==> src/sv/iis_pkg.sv <==
// shared constants and types for the integral image stream
`timescale 1ns / 1ps
`default_nettype none
package iis_pkg;

  localparam int MAX_WIDTH    = 2048;
  localparam int MAX_HEIGHT   = 2048;
  localparam int MAX_CHANNELS = 3;

  localparam int CH_SLOTS  = 3;
  localparam int PIX_W     = 8;
  localparam int RUN_W     = 19;
  localparam int AREA_W    = 30;
  localparam int LINE_W    = AREA_W * CH_SLOTS;

  localparam int COL_W     = $clog2(MAX_WIDTH);
  localparam int ROW_W     = $clog2(MAX_HEIGHT);
  localparam int WID_W     = $clog2(MAX_WIDTH + 1);
  localparam int HGT_W     = $clog2(MAX_HEIGHT + 1);

  localparam int CFG_DIM_W = 12;
  localparam int CFG_CH_W  = 2;
  localparam int CFG_IDX_W = 2;

  localparam int IN_TDATA_W  = ((PIX_W * CH_SLOTS + 7) / 8) * 8;
  localparam int OUT_TDATA_W = ((LINE_W + 7) / 8) * 8;

  localparam logic [CFG_IDX_W-1:0] REG_FRAME_WIDTH   = CFG_IDX_W'(0);
  localparam logic [CFG_IDX_W-1:0] REG_FRAME_HEIGHT  = CFG_IDX_W'(1);
  localparam logic [CFG_IDX_W-1:0] REG_CHANNEL_COUNT = CFG_IDX_W'(2);

  localparam logic [CFG_DIM_W-1:0] RESET_WIDTH    = CFG_DIM_W'(640);
  localparam logic [CFG_DIM_W-1:0] RESET_HEIGHT   = CFG_DIM_W'(480);
  localparam logic [CFG_CH_W-1:0]  RESET_CHANNELS = CFG_CH_W'(1);

  typedef logic [CH_SLOTS-1:0][PIX_W-1:0]  pix_vec_t;
  typedef logic [CH_SLOTS-1:0][AREA_W-1:0] area_vec_t;
  typedef logic [CH_SLOTS-1:0][RUN_W-1:0]  run_vec_t;

  typedef struct packed {
    logic [COL_W-1:0] col;
    logic             col_zero;
    logic             row_zero;
    logic             frame_last;
  } tag_t;

endpackage
`default_nettype wire

==> src/sv/iis_acc.sv <==
// line store update stage: row running sums, above + run, output register
`timescale 1ns / 1ps
`default_nettype none
module iis_acc (
  input  wire logic                          clk,
  input  wire logic                          rst,
  input  wire logic                          in_valid,
  input  wire iis_pkg::tag_t                 tag,
  input  wire iis_pkg::pix_vec_t             pix,
  input  wire logic [iis_pkg::CFG_CH_W-1:0]  cfg_channels,
  input  wire logic [iis_pkg::LINE_W-1:0]    rd_data,
  input  wire logic                          out_ready,
  output logic                               in_ready,
  output logic                               s1_valid,
  output logic                               wr_en,
  output logic [iis_pkg::COL_W-1:0]          wr_addr,
  output logic [iis_pkg::LINE_W-1:0]         wr_data,
  output logic                               out_valid,
  output iis_pkg::area_vec_t                 out_area,
  output logic                               out_last
);

  iis_pkg::tag_t                 s1_tag;
  iis_pkg::pix_vec_t             s1_pix;
  logic                          s1_fwd;
  logic                          s1_move;
  logic                          accept;
  iis_pkg::area_vec_t            fwd_data;
  iis_pkg::area_vec_t            above;
  iis_pkg::area_vec_t            area;
  iis_pkg::area_vec_t            line_rd;
  iis_pkg::run_vec_t             run;
  iis_pkg::run_vec_t             run_next;
  logic [iis_pkg::CFG_CH_W-1:0]  chans_eff;

  assign s1_move  = s1_valid && (!out_valid || out_ready);
  assign in_ready = !s1_valid || s1_move;
  assign accept   = in_valid && in_ready;
  assign line_rd  = rd_data;

  always_comb begin
    if (cfg_channels == '0) begin
      chans_eff = iis_pkg::CFG_CH_W'(1);
    end else if (32'(cfg_channels) > iis_pkg::MAX_CHANNELS) begin
      chans_eff = iis_pkg::CFG_CH_W'(iis_pkg::MAX_CHANNELS);
    end else begin
      chans_eff = cfg_channels;
    end
  end

  always_comb begin
    for (int ch = 0; ch < iis_pkg::CH_SLOTS; ch++) begin
      if (s1_tag.row_zero) begin
        above[ch] = '0;
      end else if (s1_fwd) begin
        above[ch] = fwd_data[ch];
      end else begin
        above[ch] = line_rd[ch];
      end
      if (ch < int'(chans_eff)) begin
        run_next[ch] = (s1_tag.col_zero ? '0 : run[ch]) + iis_pkg::RUN_W'(s1_pix[ch]);
        area[ch]     = above[ch] + iis_pkg::AREA_W'(run_next[ch]);
      end else begin
        run_next[ch] = '0;
        area[ch]     = '0;
      end
    end
  end

  assign wr_en   = s1_move;
  assign wr_addr = s1_tag.col;
  assign wr_data = area;

  always_ff @(posedge clk) begin
    if (rst) begin
      s1_valid  <= 1'b0;
      out_valid <= 1'b0;
      run       <= '0;
    end else begin
      if (accept) begin
        s1_valid <= 1'b1;
      end else if (s1_move) begin
        s1_valid <= 1'b0;
      end
      if (s1_move) begin
        out_valid <= 1'b1;
        run       <= run_next;
      end else if (out_ready) begin
        out_valid <= 1'b0;
      end
    end
  end

  // same column written and read in the same cycle only when the row is one pixel wide
  always_ff @(posedge clk) begin
    if (accept) begin
      s1_tag <= tag;
      s1_pix <= pix;
      s1_fwd <= s1_move && (s1_tag.col == tag.col);
    end
    if (s1_move) begin
      fwd_data <= area;
      out_area <= area;
      out_last <= s1_tag.frame_last;
    end
  end

endmodule
`default_nettype wire
==> config.mk <==
export PLATFORM = sky130hd
export DESIGN_NAME = iis_acc
export DESIGN_NICKNAME = d
export VERILOG_FILES = /design/src/sv/iis_pkg.sv /design/src/sv/iis_acc.sv
export SDC_FILE = /design/constraint.sdc
export NUM_CORES = 1
export LEC_CHECK = 0
export BUFFER_PORTS_ARGS = -buffer_cell sky130_fd_sc_hd__buf_4
export CAP_MARGIN = 20
export CORE_ASPECT_RATIO = 0.7
export CORE_UTILIZATION = 50
export DETAILED_ROUTE_END_ITERATION = 8
export GPL_ROUTABILITY_DRIVEN = 1
export HOLD_SLACK_MARGIN = 0.03
export MAX_ROUTING_LAYER = met4
export PLACE_DENSITY = 0.79
export SLEW_MARGIN = 10
export SYNTH_ARGS = -nofsm -noshare
export SYNTH_HDL_FRONTEND = slang
export SYNTH_SLANG_ARGS = --single-unit
==> constraint.sdc <==
create_clock -name clk -period 4.9 [get_ports clk]
set_input_delay 0 -clock clk [delete_from_list [all_inputs] [get_ports clk]]
set_output_delay 0 -clock clk [all_outputs]
set_load 0.02 [all_outputs]
==> impl_metrics.yaml <==
drt:
  drc: 0
  totalWireLength_um: 44400
  drt_pass1_iterations: 5
  routedWlPerCell_um: 19.4
  antenna_left: 0
  drt-initial-drc-count: 1206
  drt-vias-per-instance: 5.79
  vias: 13234
global_route:
  grt_pass1_vias: 12253
  grt_pass1_wl_um: 63500
  grt_max_degree: 64
  antenna_found_initial: 0
  grt_overflow_total: 0
  grtUsageTotal_pct: 30.0
logic_synthesis:
  seq_area_frac_synth_pct: 38.0
  synthTopCellsByArea: "edfxtp_1 (29%), dfxtp_1 (8.8%), ha_1 (7.6%)"
  synth_compound_area_share_pct: 15.1
  synth.avg_cell_area_um2: 9.18
  yosysMostFrequentCell: "nor2_1"
  synth_top_family_by_area: "simple AND/OR/NAND/NOR gates"
  synthTopCellsByCount: "nor2_1 (215), edfxtp_1 (130), a21oi_1 (104)"
  syn-cell-area_um2: 13400
  synth_ff_type: "edfxtp_1"
  synthSimpleGateAreaFrac_pct: 19.1
  synth_mux_area_share_pct: 7.83
  synth_seq_cells: 189
  synth_fa_ha_area_share_pct: 8.48
  yosysUniqueCellTypes: 68
  synth_area_leader_cell: "edfxtp_1"
  synth_top_cell_area_share_pct: 29.2
  synthArstFlopShare_pct: 0
  ys_warn_count: 0
  synth_edf_count: 130
  synthCells: 1457
  syn_nets: 1678
  synth_xor_area_share_pct: 7.96
place:
  port_buffers: 329
  dp_cells: 2099
  routabilityCongestion: 0.924
  place_area_um2: 16300
  hpwlAfterDp_um: 28800
cts:
  cts_buffer_depth: 2
  cts_root_buf: "clkbuf_16"
  htreeDepth: 4
  cts_made_buffers: 17
  insertion_delay_ns: 0.45
  cts_tree: "done"
  clock-sinks: 189
  clk_pin_slew_worst_paths_ns: 0.08
die:
  die_w_um: 197
  core_area_um2: 26000
  fp.dieH_um: 139
  fp.dieArea_um2: 27400
  fp-row-count: 49
  pin_count: 330
  start_util_pct: 51.4
cells_and_area:
  stdcell_area_um2: 19400
  syn_to_final_growth_pct: 45.0
  layout.nets: 2138
  diodes: 0
  drive_gt1_share_pct: 37.2
  fin_util_pct: 74.6
  final_cell_count_no_fill: 2287
run:
  maxCapViolCount: 0
setup_path:
  timing.rr.start: "s1_tag[2]$_DFFE_PP_"
  slowest_stage: "edfxtp_1"
  crit_path_start_kind: "register"
  critPathKind: "reg2out"
  worstPathMaxFanout: 6
  worstPathRequired_ns: 4.90
  path_buf_inv: 4
  crit_chain: "buf_6 -> nor2b_4 -> ha_1 -> a21o_1 -> a21oi_2 -> o21bai_1 -> a21oi_2 -> o21bai_1 -> a21o_1 -> buf_4 -> xor2_1 -> ha_1 -> a21oi_2 -> nor2b_1 -> a41oi_2 -> a311oi_2 -> o41ai_4 -> buf_6 -> or2_4 -> a211oi_4 -> xor2_2 -> buf_6"
  reg2reg_depth: 22
  cp_slowest_stage_delay_ns: 0.48
  cp_top_family: "compound AO/OA/AOI/OAI gates"
  cp.arrival_ns: 5.08
  crit_path_end_kind: "output port"
  r2r-end: "fwd_data[23]$_DFFE_PP_"
  critPathLaunch: "s1_tag[2]$_DFFE_PP_"
  rrSetupSlack_ns: 0.10
timing:
  final.setup_skew_ns: 0.0143
  setup_violations: 13
  finalCritPeriodShare_pct: 104
  hold_ws_ns: 0.0717
  max_freq_mhz: 197
  slew_violations: 0
  rsz0062_at_grt: "true"
  tightestPinTransition_ns: 0.872
  period_needed_ns: 5.08
  hold_viol: 0
  max-slew-margin-rel_pct: 41.9
  timing.final.ws_setup_ns: -0.180
  tns_ns: -0.879
power:
  leakagePower_nw: 8.26
  peakVddDrop_v: 0.000250
  power_density_nw_per_um2: 230
hold_path:
  hold_depth: 4
  hp-start: "rd_data[26]"
  min_delay_worst_endpoint: "fwd_data[26]$_DFFE_PP_"
  hold_path_class: "in2reg"
status:
  outcome: "finished, violations left"
  violations: "negative setup slack"
## kinds of logic after synthesis
group,after synthesis
mux,104
simple gates,536
flops,189
fa+ha+maj,87
compound gates,315
xor+xnor,120
buf+inv,106
## tightest hold or removal path: stages
cell     delay (ns)
buf_4          0.08
mux2i_1        0.05
nor2_1         0.11
xor2_1         0.09
## placed cells by master (no fill, tap or decap), types with 17 or more instances in the layout
master,count
buf_4,440
nor2_1,193
edfxtp_1,130
mux2i_1,91
nand2_1,81
a21oi_1,69
ha_1,60
dfxtp_1,59
xor2_1,55
xnor2_1,48
o21ai_0,44
nand3_1,43
dlygate4sd3_1,43
nor2b_1,35
a21o_1,34
inv_1,30
a21oi_2,29
buf_6,29
nand2b_1,23
or3_1,21
a22oi_1,20
nor3_1,19
nor2_2,18
clkbuf_16,18
ha_4,17
## timing repair
item | CTS | global route
endpoints found under the hold margin | 45 | 0
cloned | 0 | 1
pin swaps | 49 | 138
hold buffers | 43 | 0
buffers inserted | 43 | 69
resized for setup | 75 | 173
endpoints found under the setup margin | 43 | 58
## state kept, by name (all words and copies together), names as in the netlist
signal     flops
out_last       1
s1_pix        24
s1_fwd         1
out_valid      1
wr_addr       11
fwd_data      90
s1_valid       1
run           57
s1_tag         3
## report_power, final
| group | internal [mW] | switching [mW] | total, mW |
|---|---|---|---|
| Clock | 0.772 | 0.692 | 1.46 |
| Combinational | 0.516 | 0.650 | 1.17 |
| Sequential | 1.79 | 0.0438 | 1.84 |
## how the worst max path moves through the flow
stage | to | cells past startpoint
after global placement | wr_data[56] | 18
after detailed placement | wr_data[56] | 18
after floorplan | fwd_data[23]$_DFFE_PP_ | 26
final | wr_data[23] | 22
after global routing | wr_data[23] | 21
after CTS | wr_data[23] | 24
## per-layer routing
metal / track usage [%] / vias to the layer above / part of all wire, %
li1: - / 6134 / -
met3: 4.38 / 81 / 7.4
met5: - / - / 0
met1: 39.6 / 6337 / 42
met4: 7.59 / 0 / 2.1
met2: 48.3 / 682 / 49
## through the flow
stage | power [mW] | setup slack (ns)
2_1_floorplan | 2.46 | -0.0657
3_3_place_gp | 2.83 | 0.139
3_5_place_dp | 2.85 | 0.0666
4_1_cts | 4.37 | -0.0855
5_1_grt | 4.62 | -0.368
6_report | 4.47 | -0.180
## cell type report
class | count | area, um2
Multi-Input combinational cell | 1162 | 9010
Timing Repair Buffer | 515 | 4130
Clock buffer | 17 | 425
Fill cell | 1756 | 6600
Inverter | 32 | 123
Tap cell | 357 | 447
Sequential cell | 189 | 5080
Clock inverter | 15 | 173
Power figures use the tool's default switching activity.
