File: config.mk
export PLATFORM = sky130hd
export DESIGN_NAME = iis_pos
export DESIGN_NICKNAME = d
export VERILOG_FILES = /design/src/sv/iis_pkg.sv /design/src/sv/iis_pos.sv
export SDC_FILE = /design/constraint.sdc
export NUM_CORES = 1
export LEC_CHECK = 0
export BUFFER_PORTS_ARGS = -buffer_cell sky130_fd_sc_hd__buf_4
export CELL_PAD_IN_SITES_DETAIL_PLACEMENT = 2
export CELL_PAD_IN_SITES_GLOBAL_PLACEMENT = 2
export CORE_MARGIN = 3
export CORE_UTILIZATION = 34
export CTS_BUF_LIST = sky130_fd_sc_hd__clkbuf_16
export CTS_CLUSTER_SIZE = 25
export DETAILED_ROUTE_END_ITERATION = 12
export GPL_TIMING_DRIVEN = 0
export PLACE_DENSITY_LB_ADDON = 0.1
export SLEW_MARGIN = 5
export SYNTH_ARGS = -nofsm -noshare
export SYNTH_HDL_FRONTEND = slang
export SYNTH_SLANG_ARGS = --single-unit
export TNS_END_PERCENT = 20
File: constraint.sdc
create_clock -name clk -period 9 [get_ports clk]
set_input_delay 0.45 -clock clk [delete_from_list [all_inputs] [get_ports clk]]
set_output_delay 0.45 -clock clk [all_outputs]
set_load 0.1 [all_outputs]
File: src/sv/iis_pkg.sv
// shared constants and types for the integral image stream
`timescale 1ns / 1ps
`default_nettype none
package iis_pkg;

  localparam int MAX_WIDTH    = 2048;
  localparam int MAX_HEIGHT   = 2048;
  localparam int MAX_CHANNELS = 3;

  localparam int CH_SLOTS  = 3;
  localparam int PIX_W     = 8;
  localparam int RUN_W     = 19;
  localparam int AREA_W    = 30;
  localparam int LINE_W    = AREA_W * CH_SLOTS;

  localparam int COL_W     = $clog2(MAX_WIDTH);
  localparam int ROW_W     = $clog2(MAX_HEIGHT);
  localparam int WID_W     = $clog2(MAX_WIDTH + 1);
  localparam int HGT_W     = $clog2(MAX_HEIGHT + 1);

  localparam int CFG_DIM_W = 12;
  localparam int CFG_CH_W  = 2;
  localparam int CFG_IDX_W = 2;

  localparam int IN_TDATA_W  = ((PIX_W * CH_SLOTS + 7) / 8) * 8;
  localparam int OUT_TDATA_W = ((LINE_W + 7) / 8) * 8;

  localparam logic [CFG_IDX_W-1:0] REG_FRAME_WIDTH   = CFG_IDX_W'(0);
  localparam logic [CFG_IDX_W-1:0] REG_FRAME_HEIGHT  = CFG_IDX_W'(1);
  localparam logic [CFG_IDX_W-1:0] REG_CHANNEL_COUNT = CFG_IDX_W'(2);

  localparam logic [CFG_DIM_W-1:0] RESET_WIDTH    = CFG_DIM_W'(640);
  localparam logic [CFG_DIM_W-1:0] RESET_HEIGHT   = CFG_DIM_W'(480);
  localparam logic [CFG_CH_W-1:0]  RESET_CHANNELS = CFG_CH_W'(1);

  typedef logic [CH_SLOTS-1:0][PIX_W-1:0]  pix_vec_t;
  typedef logic [CH_SLOTS-1:0][AREA_W-1:0] area_vec_t;
  typedef logic [CH_SLOTS-1:0][RUN_W-1:0]  run_vec_t;

  typedef struct packed {
    logic [COL_W-1:0] col;
    logic             col_zero;
    logic             row_zero;
    logic             frame_last;
  } tag_t;

endpackage
`default_nettype wire

File: src/sv/iis_pos.sv
// raster position counters and row / frame end detection
`timescale 1ns / 1ps
`default_nettype none
module iis_pos (
  input  wire logic                           clk,
  input  wire logic                           rst,
  input  wire logic                           accept,
  input  wire logic [iis_pkg::CFG_DIM_W-1:0]  cfg_width,
  input  wire logic [iis_pkg::CFG_DIM_W-1:0]  cfg_height,
  output iis_pkg::tag_t                       tag
);

  logic [iis_pkg::COL_W-1:0] column_pos;
  logic [iis_pkg::ROW_W-1:0] row_pos;
  logic [iis_pkg::WID_W-1:0] width_eff;
  logic [iis_pkg::HGT_W-1:0] height_eff;
  logic                      row_last;
  logic                      frame_last;

  always_comb begin
    if (cfg_width == '0) begin
      width_eff = iis_pkg::WID_W'(1);
    end else if (32'(cfg_width) > iis_pkg::MAX_WIDTH) begin
      width_eff = iis_pkg::WID_W'(iis_pkg::MAX_WIDTH);
    end else begin
      width_eff = iis_pkg::WID_W'(cfg_width);
    end
    if (cfg_height == '0) begin
      height_eff = iis_pkg::HGT_W'(1);
    end else if (32'(cfg_height) > iis_pkg::MAX_HEIGHT) begin
      height_eff = iis_pkg::HGT_W'(iis_pkg::MAX_HEIGHT);
    end else begin
      height_eff = iis_pkg::HGT_W'(cfg_height);
    end
  end

  assign row_last   = (iis_pkg::WID_W'(column_pos) + iis_pkg::WID_W'(1)) >= width_eff;
  assign frame_last = row_last &&
                      ((iis_pkg::HGT_W'(row_pos) + iis_pkg::HGT_W'(1)) >= height_eff);

  assign tag.col        = column_pos;
  assign tag.col_zero   = (column_pos == '0);
  assign tag.row_zero   = (row_pos == '0);
  assign tag.frame_last = frame_last;

  always_ff @(posedge clk) begin
    if (rst) begin
      column_pos <= '0;
      row_pos    <= '0;
    end else if (accept) begin
      if (row_last) begin
        column_pos <= '0;
        row_pos    <= frame_last ? '0 : row_pos + iis_pkg::ROW_W'(1);
      end else begin
        column_pos <= column_pos + iis_pkg::COL_W'(1);
      end
    end
  end

endmodule
`default_nettype wire

==> results of run 1 <==
==> area by class of cell <==
cell class / instances / share of cell area [%]
tap: 72 / 3.71
inverter: 12 / 1.85
buffer: 9 / 1.70
timing repair buffer: 39 / 12.0
multi-input combinational: 208 / 59.5
sequential: 22 / 18.1
clock buffer: 3 / 3.09
==> how the worst max path moves through the flow <==
stage | slack, ns | to | depth (start not counted)
after global routing | 4.62 | tag[0] | 14
final | 4.91 | tag[0] | 14
after detailed placement | 5.16 | tag[0] | 14
after floorplan | 5.03 | tag[0] | 12
after global placement | 5.27 | tag[0] | 14
after CTS | 4.88 | tag[0] | 14
==> cells by family after synthesis <==
kind of cell,after synthesis,share of synthesized area [%]
adders and majority gates,28,17.8
and+or+nand+nor,117,29.4
muxes,1,0.507
DFF,22,22.3
xor gates and xnor gates,16,7.10
AOI/OAI and AO/OA,46,18.5
buffers and inverters,21,4.38
==> registers in the layout (all words and copies together) (netlist names) <==
register	cells
row_pos	11
column_pos	11
==> metrics by stage <==
stage          hold slack [ns]  area, µm²  power, mW  setup WS [ns]  instances
2_1_floorplan            0.452       1970      0.138           5.03        251
3_3_place_gp             0.475       2360      0.158           5.27        362
3_5_place_dp             0.494       2360      0.160           5.16        362
4_1_cts                  0.503       2430      0.255           4.88        365
5_1_grt                  0.539       2430      0.264           4.62        365
6_report                 0.503       2430      0.251           4.91        365
==> power groups by stage <==
| stage | clock network (mW) | logic, mW | registers, mW |
|---|---|---|---|
| after floorplan | 0 | 0.0301 | 0.108 |
| after CTS | 0.0960 | 0.0586 | 0.100 |
| after detailed placement | 0 | 0.0582 | 0.102 |
| final | 0.0935 | 0.0576 | 0.100 |
| after global routing | 0.0999 | 0.0637 | 0.100 |
| after global placement | 0 | 0.0560 | 0.102 |
==> Yosys cell counts (3+ instances only) <==
| cell | number |
|---|---|
| o21ai_0 | 7 |
| nand4_1 | 10 |
| a22o_1 | 5 |
| and3_1 | 5 |
| nand2_1 | 51 |
| xnor2_1 | 7 |
| dfxtp_1 | 22 |
| nand2b_1 | 3 |
| xor2_1 | 9 |
| nor4_1 | 11 |
| a21oi_1 | 6 |
| nand3_1 | 12 |
| clkbuf_1 | 5 |
| a31oi_1 | 5 |
| ha_1 | 28 |
| a21o_1 | 8 |
| inv_1 | 12 |
| nor2_1 | 13 |
==> worst register-to-register path, delay by kind of cell (launching register included) <==
kind                     cells  cell delay (ns)
XOR/XNOR                     1             0.24
AND/OR/NAND/NOR              5             1.11
adder cells (fa/ha/maj)      2             0.58
flip-flops                   1             0.46
AO/OA/AOI/OAI                4             1.19
==> routing by layer <==
metal  routed length [µm]  vias to the layer above
li1                     -                      997
met1                 3180                      998
met2                 2980                       16
met3                  138                        2
met4                   16                        0
met5                    0                        -
==> flow_summary.json, run 1 <==
{
  "worstSetupPathType": "reg2out",
  "die_y_um": 82.2,
  "place_congestion": 0.758,
  "gr-usage-met2_pct": 32.1,
  "htreeDepth": 1,
  "multi_input_area_um2": 1450,
  "min_to": "row_pos[5]$_SDFFE_PP0P_",
  "synth_flop_cell": "dfxtp_1",
  "clock-sinks": 22,
  "slew_headroom_pct": 58.6,
  "timing.final.crit_share_pct": 45.5,
  "drv_slew": 0,
  "cellLeakagePower_nw": 1.18,
  "synth_edf_count": 0,
  "rr_worst_depth": 12,
  "cts_buffers": 3,
  "layout.nets": 350,
  "antenna_found_initial": 0,
  "start_util_pct": 35.4,
  "required_ns": 8.55,
  "dr.pass1.iters": 4,
  "rr_endpoint": "column_pos[7]$_SDFFE_PP0P_",
  "ys_seq_area_share_pct": 22.3,
  "ys_ff_latch": 22,
  "drv_cap": 0,
  "yosys.area.top_type_share_pct": 22.3,
  "syn_avg_cell_area_um2": 7.86,
  "crit_chain": "ha_1, nand2_1, or2_2, clkbuf_1, nor3_1, xor2_1, ha_1, nand4_1, a2111oi_0, nor3_2, buf_2, nor2_1, buf_4, buf_4",
  "crit_slowest_cell": "dfxtp_1",
  "drcViolationCount": 0,
  "layout_common_cells": "nand2_1, buf_4, ha_1, dfxtp_1, nor2_1",
  "p_int_mw": 0.178,
  "grt_max_degree": 12,
  "ir_drop_mv": 0.0884,
  "ys_async_sr_fraction_pct": 0,
  "io_pins": 41,
  "die-area_um2": 6750,
  "min-delay-start": "row_pos[5]$_SDFFE_PP0P_",
  "cp_slowest_stage_delay_ns": 0.43,
  "setup_viol": 0,
  "post_cts_buffers": 0,
  "dp_hpwl_um": 5230,
  "rrSetupSlack_ns": 5.36,
  "layout_commonest_cell": "nand2_1",
  "cts_resized": 0,
  "postCtsHoldBufs": 0,
  "grt_pass1_wl_um": 10300,
  "yosysUniqueCellTypes": 44,
  "rsz0062_at_grt": "false",
  "core_area_um2": 5570,
  "clk_pin_slew_worst_paths_ns": 0.06,
  "antennaDiodeCount": 0,
  "die_width_um": 82.2,
  "area_growth_pct": 23.2,
  "first_iter_violations": 75,
  "fin_tns_setup_ns": 0,
  "final_core_util_pct": 43.6,
  "cts_tree": "yes",
  "clock_latency_ns": 0.25,
  "synthTopCellsByArea": "dfxtp_1, ha_1, nand2_1",
  "met3_usage_pct": 2.60,
  "sw_frac_of_total_pct": 29.3,
  "startpoint": "row_pos[0]$_SDFFE_PP0P_",
  "via_count": 2013,
  "syn_inst": 251,
  "hold_class": "reg2reg",
  "viasPerCell": 5.52,
  "rows": 27,
  "gr-max-usage-layer": "met2",
  "cp_max_fo": 10,
  "path_buf_inv": 4,
  "status": "complete, no violations",
  "io_buffers": 39,
  "tightest_slew_ns": 0.618,
  "fin_crit_ns": 4.09,
  "synth_top_area_cell": "dfxtp_1",
  "grt_pass1_vias": 2010,
  "fillers": 656,
  "power_frac_seq_pct": 39.8,
  "drive_gt1_share_pct": 19.8,
  "clockBufferDepth": 2,
  "cp.arrival_ns": 3.64,
  "synth_area_um2": 1970,
  "postRouteWirelength_um": 6320,
  "grt_overflow": 0,
  "combPwrFrac_pct": 22.9,
  "hold_violations": 0,
  "clkPwrFrac_pct": 37.2,
  "crit_family": "simple AND/OR/NAND/NOR gates",
  "yosys_warnings": 0,
  "holdPathStages": 2,
  "r2r-start": "column_pos[0]$_SDFFE_PP0P_",
  "endpoint_kind": "primary output",
  "fmax_mhz": 244,
  "start_kind": "flop",
  "wl_per_cell_um": 17.3,
  "powerDensity_nw_per_um2": 103,
  "syn_nets": 306,
  "fin_skew_ns": 0.00423,
  "final_antenna_net_count": 0,
  "grtUsageMet1_pct": 28.4,
  "layout.area.seq_um2": 440,
  "grt_usage_pct": 19.6,
  "power.net_switching_mw": 0.0736,
  "root_buffer": "clkbuf_16"
}
Note: power is estimated with default switching activity, not from simulation.
==> run 2, diff against run 1 <==
CORE_UTILIZATION = 31   (was 34)
clock period = 4.1 ns   (was 9 ns; I/O delays follow)
==> flow_summary.json, run 2 (same netlist as run 1, synthesis figures left out) <==
{
  "clock_latency_ns": 0.25,
  "clockBufferDepth": 2,
  "cp_max_fo": 10,
  "clk_pin_slew_worst_paths_ns": 0.06,
  "grt_max_degree": 12,
  "htreeDepth": 1,
  "die_width_um": 85.8,
  "cts_tree": "yes",
  "cellLeakagePower_nw": 1.18,
  "rows": 28,
  "start_kind": "flop",
  "root_buffer": "clkbuf_16",
  "combPwrFrac_pct": 23.1,
  "p_int_mw": 0.390,
  "drive_gt1_share_pct": 19.8,
  "drv_slew": 0,
  "antennaDiodeCount": 0,
  "drv_cap": 0,
  "setup_viol": 0,
  "start_util_pct": 32.7,
  "fmax_mhz": 260,
  "drcViolationCount": 0,
  "grt_pass1_vias": 2146,
  "viasPerCell": 5.43,
  "area_growth_pct": 23.5,
  "layout.nets": 350,
  "io_pins": 41,
  "rsz0062_at_grt": "false",
  "power_frac_seq_pct": 39.6,
  "grt_usage_pct": 17.9,
  "dr.pass1.iters": 4,
  "core_area_um2": 6030,
  "timing.final.crit_share_pct": 93.9,
  "first_iter_violations": 44,
  "layout_common_cells": "nand2_1, buf_4, ha_1, dfxtp_1, nor2_1",
  "sw_frac_of_total_pct": 29.5,
  "die-area_um2": 7360,
  "grt_pass1_wl_um": 10700,
  "powerDensity_nw_per_um2": 227,
  "cp.arrival_ns": 3.64,
  "postRouteWirelength_um": 6210,
  "ir_drop_mv": 0.179,
  "place_congestion": 0.705,
  "worstSetupPathType": "reg2out",
  "final_core_util_pct": 40.4,
  "fin_tns_setup_ns": 0,
  "die_y_um": 85.8,
  "required_ns": 3.89,
  "clkPwrFrac_pct": 37.3,
  "via_count": 1997,
  "antenna_found_initial": 0,
  "total_power_mw": 0.554,
  "r2r-start": "column_pos[0]$_SDFFE_PP0P_",
  "fin_skew_ns": 0.00504,
  "power.net_switching_mw": 0.163,
  "wl_per_cell_um": 16.9,
  "status": "complete, no violations",
  "dp_hpwl_um": 5230,
  "clock-sinks": 22,
  "tightest_slew_ns": 0.604,
  "layout_commonest_cell": "nand2_1",
  "slew_headroom_pct": 59.6,
  "fin_crit_ns": 3.85,
  "cts_buffers": 3,
  "hold_violations": 0,
  "startpoint": "row_pos[0]$_SDFFE_PP0P_",
  "grt_overflow": 0,
  "min-delay-start": "accept",
  "post_cts_buffers": 0,
  "endpoint_kind": "primary output",
  "hold_class": "in2reg",
  "final_antenna_net_count": 0,
  "reg.largest.list": "column_pos (11), row_pos (11)",
  "io_buffers": 39
}
-- run 2: repair_timing --
item,in CTS,in global routing
setup endpoints to repair,0,1
resized for setup,0,1
endpoints found under the hold margin,0,0
hold buffers,0,0
-- run 2: worst paths after layout --
kind | to | slack (ns) | cells after the start
worst min-delay path | row_pos[8]$_SDFFE_PP0P_ | 0.36 | 4
worst max-delay path | tag[0] | 0.25 | 14
worst min register to register | row_pos[9]$_SDFFE_PP0P_ | 0.50 | 2
worst max register to register | row_pos[3]$_SDFFE_PP0P_ | 0.50 | 12
-- run 2: area by class of cell --
| cell class | count | area [µm²] |
|---|---|---|
| Clock buffer | 3 | 75.1 |
| Timing Repair Buffer | 39 | 293 |
| Multi-Input combinational cell | 208 | 1450 |
| Fill cell | 716 | 3590 |
| Inverter | 12 | 45.0 |
| Tap cell | 75 | 93.8 |
| Buffer | 9 | 41.3 |
| Sequential cell | 22 | 440 |
-- run 2: stage by stage --
| stage | setup WS, ns | instance area [µm²] | instances | hold WS (ns) |
|---|---|---|---|---|
| 3_3_place_gp | 0.546 | 2360 | 365 | 0.476 |
| 2_1_floorplan | 0.306 | 1970 | 251 | 0.429 |
| 3_5_place_dp | 0.449 | 2360 | 365 | 0.495 |
| 5_1_grt | 0.0247 | 2440 | 368 | 0.383 |
| 6_report | 0.251 | 2440 | 368 | 0.360 |
| 4_1_cts | 0.168 | 2430 | 368 | 0.361 |
-- run 2: worst max-delay path: stages, from the launching register on --
cell and delay [ns]:
dfxtp_1 0.42, ha_1 0.30, nand2_1 0.08, or2_2 0.29, clkbuf_1 0.18, nor3_1 0.20
xor2_1 0.13, ha_1 0.32, nand4_1 0.17, a2111oi_1 0.41, nor3_2 0.14, buf_2 0.22
nor2_1 0.14, buf_4 0.12, buf_4 0.27
-- run 2: power by group through the flow --
stage	combinational (mW)	clock [mW]	sequential, mW
floorplan	0.0662	0	0.237
global placement	0.123	0	0.224
detailed placement	0.129	0	0.224
CTS	0.129	0.212	0.220
global route	0.142	0.222	0.220
finish	0.128	0.207	0.219
-- run 2: metal layers --
layer	GRT usage (%)	up-vias	part of all wire, %
met5	0	-	0
met4	2.59	0	0.23
met3	2.50	2	2.8
met2	28.7	25	47
met1	26.1	970	50
li1	-	1000	-
