`config.mk`:
```
export PLATFORM = sky130hd
export DESIGN_NAME = iis_ram
export DESIGN_NICKNAME = d
export VERILOG_FILES = /design/src/sv/iis_ram.sv
export SDC_FILE = /design/constraint.sdc
export NUM_CORES = 1
export LEC_CHECK = 0
export ABC_AREA = 1
export ABC_CLOCK_PERIOD_IN_PS = 1500
export BUFFER_PORTS_ARGS = -buffer_cell sky130_fd_sc_hd__buf_2
export CAP_MARGIN = 20
export CORE_ASPECT_RATIO = 1.25
export CORE_UTILIZATION = 45
export DETAILED_ROUTE_END_ITERATION = 8
export SLEW_MARGIN = 10
export SYNTH_ARGS = -nofsm -noshare
export SYNTH_HDL_FRONTEND = slang
export SYNTH_SLANG_ARGS = --single-unit
```
`constraint.sdc`:
```
create_clock -name clk -period 1.5 [get_ports clk]
set_input_delay 0.3 -clock clk [delete_from_list [all_inputs] [get_ports clk]]
set_output_delay 0.3 -clock clk [all_outputs]
set_load 0.01 [all_outputs]
```
`src/sv/iis_ram.sv`:
```
// generic single-clock ram, one write port, one registered read port
`timescale 1ns / 1ps
`default_nettype none
module iis_ram #(
  parameter int WIDTH = 8,
  parameter int DEPTH = 16
) (
  input  wire logic                     clk,
  input  wire logic                     wr_en,
  input  wire logic [$clog2(DEPTH)-1:0] wr_addr,
  input  wire logic [WIDTH-1:0]         wr_data,
  input  wire logic                     rd_en,
  input  wire logic [$clog2(DEPTH)-1:0] rd_addr,
  output logic      [WIDTH-1:0]         rd_data
);

  logic [WIDTH-1:0] mem [DEPTH];

  always_ff @(posedge clk) begin
    if (wr_en) begin
      mem[wr_addr] <= wr_data;
    end
    if (rd_en) begin
      rd_data <= mem[rd_addr];
    end
  end

endmodule
`default_nettype wire

```
==> summary.md, run 1 <==
| Metric | Value |
|---|---|
| Die Footprint | 13500 um2 |
| Switch Pwr | 0.00182 W |
| Pwr dens | 1290 nW/um2 |
| Syn. warnings | 0 |
| MaxCap Viol Count | 0 |
| Post-synthesis sequential area ratio | 0.698 |
| Synth Area in Compound Gates | 0 |
| Int Power | 0.00701 W |
| DRC | 0 |
| LEAKAGE | 2.97 nW |
| Final WS setup | 0.197 ns |
| DRT iter0 DRCs | 275 |
| WL per Instance | 17.1 um |
| Tmin final | 1.30 ns |
| Setup Viol. Count Final | 0 |
| Number of global-route vias before repair | 3984 |
| Maximum vdd ir drop | 0.699 mV |
| Top Ports | 27 |
| Syn Inst Count | 551 |
| Post-Place Cells | 749 |
| CTS Root Buffer Type | clkbuf_16 |
| Die Span Y | 129 um |
| Crit path largest cell delay | 0.43 ns |
| Synth cell types | 11 |
| Seq pwr share | 0.488 |
| Critical Path AT | 1.00 ns |
| Post-layout instance count excluding filler cells | 780 |
| CP Buf/Inv Count | 1 |
| Global-route usage over all layers | 0.216 |
| Period utilization | 0.869 |
| Critical path required time | 1.20 ns |
| CORE AREA | 12700 um2 |
| CTS clk-pin slew, worst paths | 0.06 ns |
| Syn avg cell area | 10.6 um2 |
| Clock latency on the worst-skew pair | 0.41 ns |
| Initial Util | 0.462 |
| Synth Area in XOR/XNOR | 0 |
| Initial antenna violation count | 0 |
| Hpwl dp | 8.65 mm |
| Family with the most delay on the worst path | flip-flops |
| Syn Nets | 570 |
| Post-Route WL | 13.3 mm |
| Pin count of the biggest net entering global routing | 39 |
| Status | complete, no violations |
| Synth Area in Simple Gates | 0.208 |
| CP Class | reg -> out |
| Input/output buffers | 26 |
| Post-CTS setup buffer count | 0 |
| Gate power share | 0.061 |
| Clock Sinks | 136 |
| Flops & latches, synth | 136 |
| Final GP Congestion | 0.848 |
| Clk network pwr share | 0.451 |
| Syn Std Cell Area | 5850 um2 |
| CP max-delay cell | edfxtp_1 |
| Mux cell area share after synthesis | 0 |
| Crit path cell chain | buf_2 |
| CTS max path bufs | 2 |
| Crit path launch type | register |
| Nets | 619 |
| Layout cells sized above 1 | 0.132 |
| DP Worst Slack | -0.00813 ns |
| Adder-Cell Fraction of Synth Area | 0 |
| DR pass1 iterations | 5 |
| Gr ovfl total | 0 |
| Hold-fix buffers at CTS | 0 |
| Main combinational cell family by area after synthesis | simple AND/OR/NAND/NOR gates |
| Net Sw Frac | 0.206 |
| Hold crit path type | in -> reg |
| Footprint of the multi-input gates | 1210 um2 |
| Final TNS setup | 0 ns |
| Vias per cell | 5.02 |
| Die W | 104 um |
| CTS resizes | 0 |
| FF+latch area | 4080 um2 |
| CTS buffer count | 17 |
| Post-layout util | 0.541 |
| Area Overhead vs Synth | 17.1% |
| Number of fill cells in the layout | 1142 |
| Global-route wire length before repair | 20.6 mm |
| CTS tree | done |
| Routed via count | 3915 |
| Setup Skew | 0.00532 ns |
| Actual slew at the worst max-slew pin | 0.577 ns |
| H-tree Lvls | 4 |
| Final hold viol count | 0 |
| DRT antenna net count | 0 |
| Row count | 46 |
| Critical Path End Type | output port |
| Critical Path Fanout Max | 1 |
| Fmax achieved | 0.768 GHz |
| ANT cells | 0 |
| Slew headroom | 0.615 |
| Slew Limit Fails | 0 |
| RSZ-0062 raised after global routing | false |
## layout make-up
type,instances,share of cell area
Sequential cell,136,0.596
Multi-Input combinational cell,289,0.177
Clock buffer,18,0.0627
Timing Repair Buffer,54,0.0570
Inverter,102,0.0559
Tap cell,168,0.0307
Clock inverter,13,0.0199
## registers in the layout, summed over array words and instances, names as in the netlist
signal   count
mem        128
rd_data      8
## routing by layer
| layer | wire, um | global-route usage |
|---|---|---|
| met5 | 0 | 0 |
| met4 | 482 | 0.133 |
| met3 | 761 | 0.0478 |
| met2 | 6940 | 0.371 |
| met1 | 5150 | 0.247 |
## cell usage after synthesis (all sizes together)
cell type,number,area (um2)
nand3b,2,15.0
inv,102,383
nand2,173,649
nand3,97,485
buf,24,166
edfxtp,136,4080
nor2,17,63.8
## cell usage in the layout (no fill, tap or decap), drive strengths merged
cell | synthesis | final
inv | 102 | 102
clkbuf | 0 | 18
nand2 | 173 | 173
buf | 24 | 54
nor2 | 17 | 17
bufinv | 0 | 3
clkinv | 0 | 9
nand3 | 97 | 97
nand3b | 2 | 2
edfxtp | 136 | 136
clkinvlp | 0 | 1
## logic make-up after synthesis
logic type,count (synthesis)
and+or+nand+nor,289
DFF,136
buffers and inverters,126
## worst paths after layout
kind              start  depth (start not counted)          to  slack [ns]
max          rd_data[1]                          1  rd_data[1]        0.20
min               rd_en                          1  rd_data[2]        0.26
max reg2reg   mem[0][2]                          6  rd_data[2]        0.35
min reg2reg  mem[10][7]                          6  rd_data[7]        0.74
## power groups by stage
stage	Combinational, W	Sequential [W]	Clock (W)
after global placement	0.000533	0.00438	0
after CTS	0.000542	0.00431	0.00403
after detailed placement	0.000540	0.00439	0
final	0.000539	0.00431	0.00398
after floorplan	0.000300	0.00439	0
after global routing	0.000600	0.00432	0.00418
## stage by stage
stage                     hold slack [ns]  cell area (um2)  power (W)
after floorplan                     0.399             5850    0.00469
after global placement              0.662             6280    0.00492
after detailed placement            0.668             6280    0.00493
after CTS                           0.237             6850    0.00888
after global routing                0.241             6850    0.00910
final                               0.257             6850    0.00883
No activity file was read; power rests on OpenSTA's default activity.
==> run 2: changes to the inputs <==
--- a/config.mk
+++ b/config.mk
@@ -5,13 +5,13 @@
 export SDC_FILE = /design/constraint.sdc
 export NUM_CORES = 1
 export LEC_CHECK = 0
-export ABC_AREA = 1
 export ABC_CLOCK_PERIOD_IN_PS = 1500
 export BUFFER_PORTS_ARGS = -buffer_cell sky130_fd_sc_hd__buf_2
 export CAP_MARGIN = 20
 export CORE_ASPECT_RATIO = 1.25
 export CORE_UTILIZATION = 45
 export DETAILED_ROUTE_END_ITERATION = 8
+export RECOVER_POWER = 50
 export SLEW_MARGIN = 10
 export SYNTH_ARGS = -nofsm -noshare
 export SYNTH_HDL_FRONTEND = slang
==> summary.md, run 2 <==
| Metric | Value |
|---|---|
| Max FFs per register | 128 |
| Fmax achieved | 0.697 GHz |
| Critical Path Fanout Max | 1 |
| Clock latency on the worst-skew pair | 0.42 ns |
| Syn Inst Count | 229 |
| Pin count of the biggest net entering global routing | 20 |
| Die W | 98.4 um |
| CTS buffer count | 17 |
| CTS Root Buffer Type | clkbuf_16 |
| Hpwl dp | 6.34 mm |
| Maximum vdd ir drop | 0.703 mV |
| DRT iter0 DRCs | 164 |
| R2R setup slack | 0.07 ns |
| R2R depth | 3 |
| Number of synthesized flops with an enable pin | 136 |
| Global-route wire length before repair | 15.1 mm |
| Tmin final | 1.43 ns |
| Period utilization | 0.956 |
| Hold-fix buffers at CTS | 0 |
| Most common cell after layout, fill and taps aside | edfxtp_1 |
| Status | complete, but fails checks |
| Setup Viol. Count Final | 0 |
| Vias per cell | 5.52 |
| Die Span Y | 123 um |
| MaxCap Viol Count | 0 |
| Most flops, register | mem |
| Syn Nets | 248 |
| CTS tree | done |
| Number of global-route vias before repair | 2561 |
| Clock Sinks | 136 |
| Cell with the most instances after synthesis | edfxtp_1 |
| CTS clk-pin slew, worst paths | 0.06 ns |
| Syn Std Cell Area | 5230 um2 |
| Nets | 307 |
| Critical path required time | 1.67 ns |
| Top cell types by occurrence after synthesis | edfxtp_1, mux4_2, a22oi_1 |
| Most frequent cells in the layout | edfxtp_1, mux4_2, buf_4 |
| DRC | 1 |
| Syn. warnings | 0 |
| Pwr dens | 1430 nW/um2 |
| Final TNS setup | 0 ns |
| Setup Skew | 0.00737 ns |
| Critical Path End Type | register |
| Hold crit path type | in -> reg |
| Gr ovfl total | 0 |
| Flops & latches, synth | 136 |
| Synth cell types | 18 |
| Async S/R FF share, synth | 0 |
| DRT antenna net count | 0 |
| Design Power | 0.00887 W |
| CORE AREA | 11200 um2 |
| Routed via count | 2408 |
| CTS max path bufs | 2 |
| Reg-to-reg endpoint | rd_data[7] |
| Synth top area share | 0.781 |
| Post-synthesis sequential area ratio | 0.781 |
| Synth area leader | edfxtp_1 |
| WL per Instance | 21.8 um |
| Main flop type after synthesis | edfxtp_1 |
| Critical Path Start | mem[3][7] |
| Die Footprint | 12100 um2 |
| Input/output buffers | 26 |
| Post-Route WL | 9.52 mm |
| Layout cells sized above 1 | 0.326 |
| Failing checks | design-rule violations |
| Top Ports | 27 |
| R2R Path Start | mem[3][7] |
| Actual slew at the worst max-slew pin | 0.744 ns |
| Row count | 43 |
| Post-layout util | 0.554 |
| CP Capture Point | rd_data[7] |
| Initial Util | 0.467 |
| DR pass1 iterations | 8 |
| Slew Limit Fails | 0 |
| Area Overhead vs Synth | 18.6% |
| Syn avg cell area | 22.8 um2 |
| H-tree Lvls | 4 |
| Critical Path AT | 1.60 ns |
| Largest regs | mem x128, rd_data x8 |
| CP Class | reg -> reg |
| LEAKAGE | 2.05 nW |
| Area contributors post-synth | edfxtp_1, mux4_2, mux4_1 |
| ANT cells | 0 |
| Crit path launch type | register |
| Final GP Congestion | 0.690 |
| Final hold viol count | 0 |
| Post-CTS setup buffer count | 0 |
| Initial antenna violation count | 0 |
| Global-route usage over all layers | 0.183 |
| Slew headroom | 0.502 |
| RSZ-0062 raised after global routing | false |
[run 2: changes by cell type after synthesis, sizes merged, moves of 2 or more]
cell	previous run	this run
nor2	17	13
mux4	0	32
nor3	0	4
nand3	97	1
buf	24	7
a22oi	0	16
inv	102	0
clkdlybuf4s25	0	3
nand2b	0	2
nand2	173	9
[run 2: routing by layer]
metal / track usage / up-vias / share of wire
met2: 0.304 / 62 / 0.52
met5: 0 / - / 0
met4: 0.0830 / 0 / 0.014
met1: 0.222 / 1249 / 0.42
li1: - / 1082 / -
met3: 0.0569 / 15 / 0.043
[run 2: cells by family after synthesis]
logic type / Yosys count / synth area share
compound gates: 16 / 0.0230
buf+inv: 10 / 0.0165
flops: 136 / 0.781
mux: 32 / 0.148
simple gates: 35 / 0.0314
[run 2: timing repair]
action                                  4_1_cts  5_1_grt
gates resized for setup                       0        3
hold endpoints to repair                      0        0
endpoints found under the setup margin        0        3
[run 2: layout make-up]
type | count | area (um2)
Clock buffer | 20 | 437
Tap cell | 135 | 169
Timing Repair Buffer | 50 | 333
Fill cell | 873 | 4990
Clock inverter | 12 | 156
Sequential cell | 136 | 4080
Multi-Input combinational cell | 83 | 1020
[run 2: how the worst min path moves through the flow]
stage	slack, ns	end	cells past startpoint	from
global route	0.38	rd_data[4]	1	rd_en
global placement	0.68	mem[6][4]	1	wr_data[4]
finish	0.38	rd_data[5]	1	rd_en
floorplan	0.40	mem[0][0]	0	wr_data[0]
detailed placement	0.69	rd_data[3]	1	rd_en
CTS	0.24	rd_data[5]	1	rd_en
[run 2: critical path, cell delays in order, from the launching register on]
cell and delay, ns:
edfxtp_1 0.36, mux4_2 0.49, a22oi_1 0.25, nand2_1 0.09
[run 2: stage by stage]
step	setup WS, ns	hold WS (ns)	std cells	instance area, um2
floorplan	-0.0661	0.399	229	5220
global placement	-0.328	0.682	404	5610
detailed placement	-0.332	0.686	404	5610
CTS	0.0529	0.245	436	6210
global route	0.00250	0.380	436	6200
finish	0.0657	0.376	436	6200
[run 2: power by group]
group	switching, W	internal (W)	total [W]	leakage, nW
combinational	0.000231	0.000180	0.000411	0.528
sequential	0.0000210	0.00429	0.00431	1.24
clock	0.00141	0.00274	0.00415	0.285
total	0.00167	0.00721	0.00887	2.05
==> run 3: changes to the inputs <==
--- a/config.mk
+++ b/config.mk
@@ -9,8 +9,9 @@
 export BUFFER_PORTS_ARGS = -buffer_cell sky130_fd_sc_hd__buf_2
 export CAP_MARGIN = 20
 export CORE_ASPECT_RATIO = 1.25
-export CORE_UTILIZATION = 45
+export CORE_UTILIZATION = 60
 export DETAILED_ROUTE_END_ITERATION = 8
+export PLACE_DENSITY = 0.78
 export RECOVER_POWER = 50
 export SLEW_MARGIN = 10
 export SYNTH_ARGS = -nofsm -noshare
==> summary.md, run 3 (synthesis gave the netlist of run 2 again) <==
| Metric | Value |
|---|---|
| DRT iter0 DRCs | 275 |
| Hold-fix buffers at CTS | 0 |
| Slew headroom | 0.429 |
| Hpwl dp | 6.29 mm |
| Clock latency on the worst-skew pair | 0.52 ns |
| CP Buf/Inv Count | 0 |
| Number of fill cells in the layout | 473 |
| CORE AREA | 8330 um2 |
| Period utilization | 0.972 |
| Setup Skew | 0.00485 ns |
| CTS buffer count | 17 |
| Status | complete, no violations |
| Routed via count | 2613 |
| Initial Util | 0.627 |
| Actual slew at the worst max-slew pin | 0.855 ns |
| FF+latch area | 4080 um2 |
| Tmin final | 1.46 ns |
| Pin count of the biggest net entering global routing | 21 |
| MaxCap Viol Count | 0 |
| Area Overhead vs Synth | 18.5% |
| RSZ-0062 raised after global routing | false |
| Most common cell after layout, fill and taps aside | edfxtp_1 |
| Placed cell areas | 5600 um2 |
| Die Footprint | 9090 um2 |
| R2R setup slack | 0.04 ns |
| Die Span Y | 106 um |
| Largest regs | mem x128, rd_data x8 |
| DRT antenna net count | 0 |
| CTS Root Buffer Type | clkbuf_8 |
| Vias per cell | 6.48 |
| Number of global-route vias before repair | 2655 |
| Maximum vdd ir drop | 0.991 mV |
| Slew Limit Fails | 0 |
| ANT cells | 0 |
| Family with the most delay on the worst path | multiplexers |
| Setup Viol. Count Final | 0 |
| Row count | 37 |
| Design Power | 0.00885 W |
| CP max-delay cell | mux4_2 |
| R2R depth | 3 |
| WL per Instance | 25.6 um |
| Critical Path End Type | register |
| Critical path required time | 1.77 ns |
| Post-layout instance count excluding filler cells | 403 |
| Nets | 312 |
| CTS max path bufs | 2 |
| Clock Sinks | 136 |
| DR pass1 iterations | 5 |
| Hold crit path type | in -> reg |
| Global-route wire length before repair | 15.4 mm |
| Post-Place Cells | 371 |
| LEAKAGE | 2.07 nW |
| Crit path cell chain | mux4_2 -> a22oi_2 -> nand2_1 |
| CTS tree | done |
| CP Class | reg -> reg |
| Initial antenna violation count | 0 |
| Post-Route WL | 10.3 mm |
| Hold Crit Depth | 1 |
| Max FFs per register | 128 |
| Most frequent cells in the layout | edfxtp_1, mux4_2, buf_4 |
| CTS clk-pin slew, worst paths | 0.06 ns |
| Final TNS setup | 0 ns |
| Final hold viol count | 0 |
| Pwr dens | 1430 nW/um2 |
| Crit path largest cell delay | 0.52 ns |
| Most flops, register | mem |
| Fin area | 6200 um2 |
| Die W | 85.5 um |
| Input/output buffers | 26 |
| Critical path depth | 3 |
| Critical Path Fanout Max | 1 |
| Final GP Congestion | 0.819 |
| Fmax achieved | 0.686 GHz |
| Post-layout util | 0.744 |
| Layout cells sized above 1 | 0.359 |
| DRC | 0 |
| Critical Path AT | 1.73 ns |
| Crit path launch type | register |
| Top Ports | 27 |
| Gr ovfl total | 0 |
| Footprint of the multi-input gates | 1040 um2 |
| Global-route usage over all layers | 0.256 |
| H-tree Lvls | 4 |
run 3: cell type report:
class | instances | share of cell area
Sequential cell | 136 | 0.659
Multi-Input combinational cell | 83 | 0.168
Clock buffer | 22 | 0.0699
Timing Repair Buffer | 55 | 0.0592
Clock inverter | 10 | 0.0244
Tap cell | 97 | 0.0196
run 3: layer usage:
metal | global-route usage | share of wire | vias up
li1 | - | - | 1100
met1 | 0.310 | 0.37 | 1320
met2 | 0.420 | 0.53 | 159
met3 | 0.0668 | 0.069 | 34
met4 | 0.142 | 0.035 | 0
met5 | 0 | 0 | -
run 3: worst paths after layout:
kind              startpoint         end
hold / removal         rd_en  rd_data[4]
setup reg to reg   mem[3][6]  rd_data[6]
hold reg to reg   mem[14][1]  rd_data[1]
setup / recovery   mem[3][6]  rd_data[6]
run 3: repair_timing:
item | in CTS | in global routing
resized for setup | 3 | 4
pin swaps | 0 | 1
buffers inserted | 0 | 0
setup endpoints to repair | 2 | 4
run 3: per-stage QoR:
step | hold WS [ns] | setup WS, ns
global route | 0.262 | 0.00336
floorplan | 0.399 | -0.0661
finish | 0.279 | 0.0416
global placement | 0.674 | -0.264
detailed placement | 0.680 | -0.334
CTS | 0.130 | 0.0174
run 3: report_power, final:
group	switching (W)	internal [W]	leakage [nW]
registers	0.0000281	0.00429	1.24
clock network	0.00143	0.00268	0.284
logic	0.000243	0.000186	0.551
total	0.00170	0.00715	2.07
